==> config.mk <==
export PLATFORM = sky130hd
export DESIGN_NAME = gamepad_deadzone_autorepeat_core
export DESIGN_NICKNAME = d
export VERILOG_FILES = /design/src/design/gdar_pkg.sv /design/src/design/gdar_cfg_regs.sv /design/src/design/gdar_axis_zone.sv /design/src/design/gamepad_deadzone_autorepeat_core.sv
export SDC_FILE = /design/constraint.sdc
export NUM_CORES = 1
export LEC_CHECK = 0
export BUFFER_PORTS_ARGS = -buffer_cell sky130_fd_sc_hd__buf_2
export CORE_ASPECT_RATIO = 1.75
export CORE_MARGIN = 3
export CORE_UTILIZATION = 46
export DETAILED_ROUTE_END_ITERATION = 10
export GPL_ROUTABILITY_DRIVEN = 0
export PLACE_DENSITY = 0.65
export SLEW_MARGIN = 10
export SYNTH_ARGS = -nofsm -noshare
export SYNTH_HDL_FRONTEND = slang
export SYNTH_HIERARCHICAL = 1
export SYNTH_SLANG_ARGS = --single-unit
==> constraint.sdc <==
create_clock -name clk_i -period 20.8 [get_ports clk_i]
set_clock_uncertainty 0.2 [all_clocks]
set_input_delay 1.04 -clock clk_i [delete_from_list [all_inputs] [get_ports clk_i]]
set_output_delay 1.04 -clock clk_i [all_outputs]
set_load 0.02 [all_outputs]
==> src/design/gdar_pkg.sv <==
// shared types, widths and constants of the gamepad dead zone / auto-repeat core
// no dependencies
package gdar_pkg;

  localparam int unsigned ButtonBitsDefault = 16;

  localparam int unsigned HeldW    = 16;
  localparam int unsigned AxisW    = 16;
  localparam int unsigned ZoneW    = 15;
  localparam int unsigned TimeW    = 16;
  localparam int unsigned ElapsedW = 10;
  localparam int unsigned DirW     = 4;
  localparam int unsigned HoldW    = 32;
  localparam int unsigned RepeatW  = 17;
  localparam int unsigned AddrW    = 5;
  localparam int unsigned DataW    = 32;

  localparam int unsigned DirUp    = 0;
  localparam int unsigned DirDown  = 1;
  localparam int unsigned DirLeft  = 2;
  localparam int unsigned DirRight = 3;

  localparam logic signed [AxisW-1:0] FullScale = 16'sd32767;
  localparam logic [RepeatW-1:0]      RepeatMax = 17'h1FFFF;

  localparam logic [ZoneW-1:0] DeadZoneRst   = 15'd8000;
  localparam logic [ZoneW-1:0] FullZoneRst   = 15'd30000;
  localparam logic [ZoneW-1:0] DirThreshRst  = 15'd16000;
  localparam logic [TimeW-1:0] FirstDelayRst = 16'd500;
  localparam logic [TimeW-1:0] IntervalRst   = 16'd33;

  typedef enum logic [2:0] {
    RegDeadZone   = 3'd0,
    RegFullZone   = 3'd1,
    RegDirThresh  = 3'd2,
    RegFirstDelay = 3'd3,
    RegInterval   = 3'd4
  } reg_idx_e;

  typedef struct packed {
    logic [ZoneW-1:0] dead_zone;
    logic [ZoneW-1:0] full_zone;
    logic [ZoneW-1:0] dir_thresh;
    logic [TimeW-1:0] first_delay;
    logic [TimeW-1:0] interval;
  } cfg_t;

endpackage

==> src/design/gdar_cfg_regs.sv <==
// configuration register file behind the apb-style port
// depends on gdar_pkg
module gdar_cfg_regs import gdar_pkg::*; (
  input  logic             clk_i,
  input  logic             rst_ni,
  input  logic             psel,
  input  logic             penable,
  input  logic             pwrite,
  input  logic [AddrW-1:0] paddr,
  input  logic [DataW-1:0] pwdata,
  output logic [DataW-1:0] prdata,
  output cfg_t             cfg_o
);

  cfg_t     cfg_q, cfg_d;
  logic     wr_en;
  reg_idx_e idx;

  assign wr_en = psel & penable & pwrite;
  assign idx   = reg_idx_e'(paddr[AddrW-1:2]);

  always_comb begin
    cfg_d = cfg_q;
    if (wr_en) begin
      unique case (idx)
        RegDeadZone:   cfg_d.dead_zone   = pwdata[ZoneW-1:0];
        RegFullZone:   cfg_d.full_zone   = pwdata[ZoneW-1:0];
        RegDirThresh:  cfg_d.dir_thresh  = pwdata[ZoneW-1:0];
        RegFirstDelay: cfg_d.first_delay = pwdata[TimeW-1:0];
        RegInterval:   cfg_d.interval    = pwdata[TimeW-1:0];
        default: ;
      endcase
    end
  end

  always_comb begin
    unique case (idx)
      RegDeadZone:   prdata = DataW'(cfg_q.dead_zone);
      RegFullZone:   prdata = DataW'(cfg_q.full_zone);
      RegDirThresh:  prdata = DataW'(cfg_q.dir_thresh);
      RegFirstDelay: prdata = DataW'(cfg_q.first_delay);
      RegInterval:   prdata = DataW'(cfg_q.interval);
      default:       prdata = '0;
    endcase
  end

  always_ff @(posedge clk_i or negedge rst_ni) begin
    if (!rst_ni) begin
      cfg_q.dead_zone   <= DeadZoneRst;
      cfg_q.full_zone   <= FullZoneRst;
      cfg_q.dir_thresh  <= DirThreshRst;
      cfg_q.first_delay <= FirstDelayRst;
      cfg_q.interval    <= IntervalRst;
    end else begin
      cfg_q <= cfg_d;
    end
  end

  assign cfg_o = cfg_q;

endmodule

==> src/design/gdar_axis_zone.sv <==
// dead zone and full zone conditioning of one stick axis
// depends on gdar_pkg
module gdar_axis_zone import gdar_pkg::*; (
  input  logic signed [AxisW-1:0] raw_i,
  input  logic        [ZoneW-1:0] dead_zone_i,
  input  logic        [ZoneW-1:0] full_zone_i,
  output logic signed [AxisW-1:0] zoned_o
);

  logic [AxisW:0] mag;

  // magnitude needs one extra bit for the most negative code
  assign mag = raw_i[AxisW-1] ? ((AxisW+1)'(0) - {raw_i[AxisW-1], raw_i})
                              : {1'b0, raw_i};

  always_comb begin
    if (mag < (AxisW+1)'(dead_zone_i)) begin
      zoned_o = '0;
    end else if (mag > (AxisW+1)'(full_zone_i)) begin
      zoned_o = raw_i[AxisW-1] ? -FullScale : FullScale;
    end else begin
      zoned_o = raw_i;
    end
  end

endmodule

==> src/design/gamepad_deadzone_autorepeat_core.sv <==
// path: an accepted item goes through the input register and the compute pass to the output register
// throughput: one item per cycle; the input register, the single compute pass and
// the result register are all that stand in the way, stalls ripple back through ready
// reset: asynchronous active low; clears valids, edge/hold/repeat state and restores
// the register defaults (dead zone 8000, full zone 30000, threshold 16000, 500, 33)
// depends on gdar_pkg, gdar_cfg_regs and gdar_axis_zone
module gamepad_deadzone_autorepeat_core import gdar_pkg::*; #(
  parameter int unsigned BUTTON_BITS = ButtonBitsDefault
) (
  input  logic                    clk_i,
  input  logic                    rst_ni,
  // frame input channel
  input  logic                    in_valid_i,
  output logic                    in_ready_o,
  input  logic        [HeldW-1:0] held_buttons_i,
  input  logic signed [AxisW-1:0] raw_stick_x_i,
  input  logic signed [AxisW-1:0] raw_stick_y_i,
  input  logic     [ElapsedW-1:0] elapsed_ms_i,
  // result channel
  output logic                    out_valid_o,
  input  logic                    out_ready_i,
  output logic        [HeldW-1:0] pressed_mask_o,
  output logic        [HeldW-1:0] released_mask_o,
  output logic signed [AxisW-1:0] zoned_x_o,
  output logic signed [AxisW-1:0] zoned_y_o,
  output logic         [DirW-1:0] dir_held_o,
  output logic         [DirW-1:0] dir_pressed_o,
  output logic signed [AxisW-1:0] move_x_o,
  output logic signed [AxisW-1:0] move_y_o,
  // configuration port
  input  logic                    psel,
  input  logic                    penable,
  input  logic                    pwrite,
  input  logic        [AddrW-1:0] paddr,
  input  logic        [DataW-1:0] pwdata,
  output logic        [DataW-1:0] prdata,
  output logic                    pready
);

  // only the low buttons that fit the 16-bit field are ever seen
  localparam int unsigned HeldBits = (BUTTON_BITS < HeldW) ? BUTTON_BITS : HeldW;

  cfg_t cfg;

  assign pready = 1'b1;

  gdar_cfg_regs u_cfg (
    .clk_i   (clk_i),
    .rst_ni  (rst_ni),
    .psel    (psel),
    .penable (penable),
    .pwrite  (pwrite),
    .paddr   (paddr),
    .pwdata  (pwdata),
    .prdata  (prdata),
    .cfg_o   (cfg)
  );

  // ---------------------------------------------------------------------------
  // flow control: input register feeds the compute pass, which writes the
  // result register; while a result waits, the input side takes an item
  // only into an empty input register
  logic s1_valid_q, s1_valid_d;
  logic out_valid_q, out_valid_d;
  logic in_fire, adv, s2_ready;

  assign s2_ready   = !out_valid_q || out_ready_i;
  assign adv        = s1_valid_q && s2_ready;
  assign in_ready_o = !s1_valid_q || s2_ready;
  assign in_fire    = in_valid_i && in_ready_o;

  always_comb begin
    s1_valid_d = s1_valid_q;
    if (in_fire) begin
      s1_valid_d = 1'b1;
    end else if (adv) begin
      s1_valid_d = 1'b0;
    end
    out_valid_d = out_valid_q;
    if (adv) begin
      out_valid_d = 1'b1;
    end else if (out_ready_i) begin
      out_valid_d = 1'b0;
    end
  end

  // input register, payload only
  logic        [HeldBits-1:0] s1_held_q;
  logic signed    [AxisW-1:0] s1_x_q, s1_y_q;
  logic        [ElapsedW-1:0] s1_dt_q;

  always_ff @(posedge clk_i) begin
    if (in_fire) begin
      s1_held_q <= held_buttons_i[HeldBits-1:0];
      s1_x_q    <= raw_stick_x_i;
      s1_y_q    <= raw_stick_y_i;
      s1_dt_q   <= elapsed_ms_i;
    end
  end

  // ---------------------------------------------------------------------------
  // compute pass
  // ---------------------------------------------------------------------------
  logic signed [AxisW-1:0] zx, zy;

  gdar_axis_zone u_zone_x (
    .raw_i       (s1_x_q),
    .dead_zone_i (cfg.dead_zone),
    .full_zone_i (cfg.full_zone),
    .zoned_o     (zx)
  );

  gdar_axis_zone u_zone_y (
    .raw_i       (s1_y_q),
    .dead_zone_i (cfg.dead_zone),
    .full_zone_i (cfg.full_zone),
    .zoned_o     (zy)
  );

  // stick directions beyond the threshold, compared in 17-bit signed
  function automatic logic [DirW-1:0] stick_dirs(input logic signed [AxisW-1:0] x,
                                                 input logic signed [AxisW-1:0] y,
                                                 input logic        [ZoneW-1:0] t);
    logic signed [AxisW:0] tp, tn, xe, ye;
    logic [DirW-1:0] d;
    tp = $signed({2'b00, t});
    tn = -tp;
    xe = {x[AxisW-1], x};
    ye = {y[AxisW-1], y};
    d  = '0;
    d[DirUp]    = ye < tn;
    d[DirDown]  = ye > tp;
    d[DirLeft]  = xe < tn;
    d[DirRight] = xe > tp;
    return d;
  endfunction

  // state carried from frame to frame
  logic        [HeldBits-1:0] prev_held_q;
  logic signed    [AxisW-1:0] prev_zx_q, prev_zy_q;
  logic           [HoldW-1:0] hold_q, hold_d;
  logic         [RepeatW-1:0] rep_q, rep_d;

  logic [DirW-1:0]     now_dirs, was_dirs, key_dirs, dheld, dpressed;
  logic [HeldBits-1:0] pressed_raw, released;
  logic [HeldW-1:0]    pressed;
  logic                active, past_delay, fire;
  logic [HoldW:0]      hold_sum;
  logic [HoldW-1:0]    hold_sat;
  logic [RepeatW:0]    rep_sum;
  logic [RepeatW-1:0]  rep_sat, rep_after;
  logic signed [AxisW-1:0] mx, my;

  assign now_dirs = stick_dirs(zx, zy, cfg.dir_thresh);
  assign was_dirs = stick_dirs(prev_zx_q, prev_zy_q, cfg.dir_thresh);
  assign key_dirs = s1_held_q[DirW-1:0];
  assign dheld    = key_dirs | now_dirs;

  assign pressed_raw = s1_held_q & ~prev_held_q;
  assign released    = ~s1_held_q & prev_held_q;

  // hold timer runs while a direction key is down or the y axis is off center
  assign active   = (key_dirs != '0) || (zy != '0);
  assign hold_sum = {1'b0, hold_q} + (HoldW+1)'(s1_dt_q);
  assign hold_sat = hold_sum[HoldW] ? '1 : hold_sum[HoldW-1:0];
  assign hold_d   = active ? hold_sat : '0;

  assign past_delay = hold_d > HoldW'(cfg.first_delay);

  // repeat accumulator, saturating, one interval taken off per repeat
  assign rep_sum   = {1'b0, rep_q} + (RepeatW+1)'(s1_dt_q);
  assign rep_sat   = rep_sum[RepeatW] ? RepeatMax : rep_sum[RepeatW-1:0];
  assign fire      = rep_sat >= RepeatW'(cfg.interval);
  assign rep_after = fire ? (rep_sat - RepeatW'(cfg.interval)) : rep_sat;

  always_comb begin
    if (!active) begin
      rep_d = '0;
    end else if (past_delay) begin
      rep_d = rep_after;
    end else begin
      rep_d = rep_q;
    end
  end

  always_comb begin
    pressed = HeldW'(pressed_raw);
    if (past_delay && fire) begin
      pressed[DirUp]   = pressed[DirUp]   | dheld[DirUp];
      pressed[DirDown] = pressed[DirDown] | dheld[DirDown];
    end
  end

  assign dpressed = pressed[DirW-1:0] | (now_dirs & ~was_dirs);

  // a lone key on an axis overrides the stick with full scale
  always_comb begin
    if (key_dirs[DirLeft] != key_dirs[DirRight]) begin
      mx = key_dirs[DirLeft] ? -FullScale : FullScale;
    end else begin
      mx = zx;
    end
    if (key_dirs[DirUp] != key_dirs[DirDown]) begin
      my = key_dirs[DirUp] ? -FullScale : FullScale;
    end else begin
      my = zy;
    end
  end

  // ---------------------------------------------------------------------------
  // registers
  // ---------------------------------------------------------------------------
  always_ff @(posedge clk_i or negedge rst_ni) begin
    if (!rst_ni) begin
      s1_valid_q  <= 1'b0;
      out_valid_q <= 1'b0;
      prev_held_q <= '0;
      prev_zx_q   <= '0;
      prev_zy_q   <= '0;
      hold_q      <= '0;
      rep_q       <= '0;
    end else begin
      s1_valid_q  <= s1_valid_d;
      out_valid_q <= out_valid_d;
      if (adv) begin
        prev_held_q <= s1_held_q;
        prev_zx_q   <= zx;
        prev_zy_q   <= zy;
        hold_q      <= hold_d;
        rep_q       <= rep_d;
      end
    end
  end

  // result register, payload only
  always_ff @(posedge clk_i) begin
    if (adv) begin
      pressed_mask_o  <= pressed;
      released_mask_o <= HeldW'(released);
      zoned_x_o       <= zx;
      zoned_y_o       <= zy;
      dir_held_o      <= dheld;
      dir_pressed_o   <= dpressed;
      move_x_o        <= mx;
      move_y_o        <= my;
    end
  end

  assign out_valid_o = out_valid_q;

endmodule

==> flow_metrics.tcl <==
set metrics [dict create \
    worstPathArrival_ns 8.60 \
    worstMarginPinSlew_ns 1.14 \
    synth_area_per_cell_sq_um 10.3 \
    cap_violations 0 \
    antenna_found_initial 1 \
    final_common_cell "sky130_fd_sc_hd__nand2_1" \
    synthArstFlopShare 0.521 \
    worst_setup_path_end_kind "register" \
    min_period_over_period 0.403 \
    cts.root.buffer_cell "sky130_fd_sc_hd__clkbuf_16" \
    core_ar_sq_um 47000 \
    share_of_final_layout_standard_cells_stronger_than_drive_strength_1 0.200 \
    ys_seq_elements 338 \
    drt-initial-drc-count 1141 \
    detail-route-antenna-nets 0 \
    outcome "complete, no violations" \
    holdWs_ns 0.284 \
    grt_pass1_vias 17500 \
    post_synth_instance_area_sq_um 22000 \
    synth_top_cells_by_area "sky130_fd_sc_hd__edfxtp_1 22%, sky130_fd_sc_hd__dfrtp_1 17%, sky130_fd_sc_hd__ha_1 14%, sky130_fd_sc_hd__mux2_2 4.8%, sky130_fd_sc_hd__nand2_1 4.4%" \
    timing.critical_path.slowest_stage_cell "sky130_fd_sc_hd__o21ai_2" \
    layout.cells.most_common_list "256 x sky130_fd_sc_hd__nand2_1, 239 x sky130_fd_sc_hd__ha_1, 204 x sky130_fd_sc_hd__buf_2" \
    worstSetupPathType "reg -> reg" \
    min_path_type "reg -> reg" \
    ctsHtreeMaxLevel 2 \
    fmax_mhz 119 \
    synth.top_cell.area_share 0.221 \
    vdd_drop_max_uv 93.4 \
    ff2ff_path_depth 25 \
    cts_tree "built" \
    r2r_end "rep_q[15]" \
    final_period_demand_of_the_worst_path_ns 8.39 \
    gate_count_after_technology_mapping 2129 \
    critical_path.max_stage_delay_ns 0.76 \
    drt_drc_violations_left 0 \
    worst_setup_hold_path_clk_slew_ns 0.06 \
    fillers 4283 \
    drt-vias-per-instance 5.99 \
    critical_path.max_fanout 22 \
    timing.setup.tns_ns 0 \
    worst_hold_path.num_cells 2 \
    powerDensity_nw_per_um2 124 \
    numPlacedInstances 2869 \
    synth.largest_area_cell "sky130_fd_sc_hd__edfxtp_1" \
    area_growth_syn_to_layout_pct 12.3 \
    yosysWarnings 6 \
    routed-via-count 17600 \
    initial_core_util 0.468 \
    regToRegStartpoint "s1_y_q[4]" \
    final_cell_area_sq_um 24700 \
    hold_path_startpoint "hold_q[4]" \
    final_hold_viol_count 0 \
    r2r_slack_ns 12.41 \
    fp.dieH_microns 295 \
    report.final.slew_viol_count 0 \
    clkLatencyLatePin_ns 0.54 \
    grt_setup_unrepaired "false" \
    clock_path_buffers 3 \
    dp.final_hpwl_microns 50900 \
    die_w_microns 171 \
    critPathRequiredTime_ns 21.01 \
    grt_overflow_total 0 \
    grt_start_max_net_pins 74 \
    edff_count_synth 162 \
    cts_post_setup_buffers_inserted 0 \
    whs_endpoint "hold_q[4]" \
    detailedRoute.firstPassIterationCount 6 \
    synth_flop_cell "sky130_fd_sc_hd__edfxtp_1" \
    post-layout-total-power_mw 3.06 \
    cts_inserted_buffers 36 \
    clock_sink_count 338 \
    setup_viol_count_final 0 \
    power_leakage_nw 10.9 \
    stdcell_count 2935 \
    io_pins 241 \
    startpoint_type "register" \
    numPortBuffers 205 \
    final_net_count 2663 \
    postCtsResizedCells 0 \
    die_outline_area_sq_um 50600 \
    rows 105 \
    pre_cts_slack_ns 12.60 \
    finalCoreUtilization 0.525 \
    gr-usage-all-layers 0.259 \
    grt_first_pass_wirelength_microns 100000 \
    timing.final.ws_setup_ns 12.41 \
    synth-seq-area-share 0.423 \
    drt-total-wl_microns 67000 \
    num_antenna_cells 0 \
    cts.hold.buffers_added 0 \
    slew_headroom 0.239 \
    unique_cell_type_count_in_the_yosys_netlist 86 \
    wire_per_inst_microns 22.8 \
    detailed_place.area_sq_um 23500 \
]
sequential cells by signal (all words and copies together), names as in the netlist, 10 cells and up:
name and cells:
zoned_y_o 16, hold_q 32, prev_zx_q 16, s1_held_q 16
u_cfg/cfg_o 77, pressed_mask_o 16, move_x_o 16, zoned_x_o 16
prev_held_q 16, released_mask_o 16, prev_zy_q 16, rep_q 17
s1_dt_q 10, s1_x_q 16, move_y_o 16, s1_y_q 16
how the worst max path moves through the flow:
| stage | from | endpoint | slack, ns | depth (start not counted) |
|---|---|---|---|---|
| 2_1_floorplan | s1_y_q[4] | rep_q[10] | 13.58 | 28 |
| 3_3_place_gp | s1_y_q[4] | rep_q[15] | 12.65 | 25 |
| 3_5_place_dp | s1_y_q[4] | rep_q[15] | 12.60 | 25 |
| 4_1_cts | s1_y_q[4] | rep_q[15] | 12.49 | 25 |
| 5_1_grt | s1_y_q[4] | rep_q[15] | 11.89 | 25 |
| 6_report | s1_y_q[4] | rep_q[15] | 12.41 | 25 |
power breakdown:
part	internal (mW)	switching, mW	total (mW)	leakage (nW)
Sequential	0.848	0.110	0.959	3.75
Combinational	0.581	0.866	1.45	6.60
Clock	0.368	0.288	0.656	0.568
Total	1.80	1.26	3.06	10.9
metal layers:
layer,share of wire,vias to the layer above,GRT usage
li1,-,8189,-
met2,0.52,637,0.473
met3,0.042,230,0.0262
met5,0.00018,-,0
met4,0.078,2,0.172
met1,0.36,8531,0.280
worst max-delay path, delay by kind of cell, from the launching register on:
family | cells | cell delay (ns)
buf+inv | 1 | 0.22
compound gates | 9 | 3.17
simple gates | 11 | 3.00
xor+xnor | 1 | 0.15
flops | 1 | 0.48
fa+ha+maj | 2 | 0.62
mux | 1 | 0.38
cell usage after synthesis (7+ instances only):
cell type / instances
sky130_fd_sc_hd__mux2_2: 94
sky130_fd_sc_hd__or3_1: 12
sky130_fd_sc_hd__clkbuf_1: 48
sky130_fd_sc_hd__a31oi_1: 8
sky130_fd_sc_hd__edfxtp_1: 162
sky130_fd_sc_hd__nand2b_1: 27
sky130_fd_sc_hd__o21ai_1: 9
sky130_fd_sc_hd__buf_2: 16
sky130_fd_sc_hd__mux2_4: 10
sky130_fd_sc_hd__nand2_1: 257
sky130_fd_sc_hd__nor4_1: 12
sky130_fd_sc_hd__a32o_1: 17
sky130_fd_sc_hd__a22oi_2: 18
sky130_fd_sc_hd__o31ai_1: 19
sky130_fd_sc_hd__xor2_1: 21
sky130_fd_sc_hd__nand4_1: 36
sky130_fd_sc_hd__and4_1: 8
sky130_fd_sc_hd__a21o_1: 28
sky130_fd_sc_hd__nor3_1: 18
sky130_fd_sc_hd__o211ai_1: 43
sky130_fd_sc_hd__ha_1: 239
sky130_fd_sc_hd__nor2b_1: 51
sky130_fd_sc_hd__buf_4: 18
sky130_fd_sc_hd__inv_1: 138
sky130_fd_sc_hd__a211oi_1: 15
sky130_fd_sc_hd__nand3_1: 41
sky130_fd_sc_hd__or4_1: 7
sky130_fd_sc_hd__and3_1: 12
sky130_fd_sc_hd__nor2_1: 88
sky130_fd_sc_hd__xnor2_1: 58
sky130_fd_sc_hd__o21a_1: 61
sky130_fd_sc_hd__o21ai_0: 91
sky130_fd_sc_hd__a21oi_1: 106
sky130_fd_sc_hd__dfstp_2: 27
sky130_fd_sc_hd__a32oi_1: 16
sky130_fd_sc_hd__a22oi_1: 30
sky130_fd_sc_hd__buf_6: 9
sky130_fd_sc_hd__dfrtp_1: 149
cell type report:
class / count / area, sq um / area share
Clock buffer: 39 / 933 / 0.0378
Clock inverter: 27 / 250 / 0.0101
Inverter: 139 / 527 / 0.0213
Multi-Input combinational cell: 1573 / 11700 / 0.475
Sequential cell: 338 / 9300 / 0.377
Tap cell: 588 / 736 / 0.0298
Timing Repair Buffer: 231 / 1230 / 0.0497
kinds of logic after synthesis:
group,synth area share
AND/OR/NAND/NOR,0.137
AO/OA/AOI/OAI,0.166
flip-flops,0.423
adder cells (fa/ha/maj),0.139
buffers and inverters,0.0468
multiplexers,0.0573
XOR/XNOR,0.0315
other,0.000341
Power figures use the tool's default switching activity.
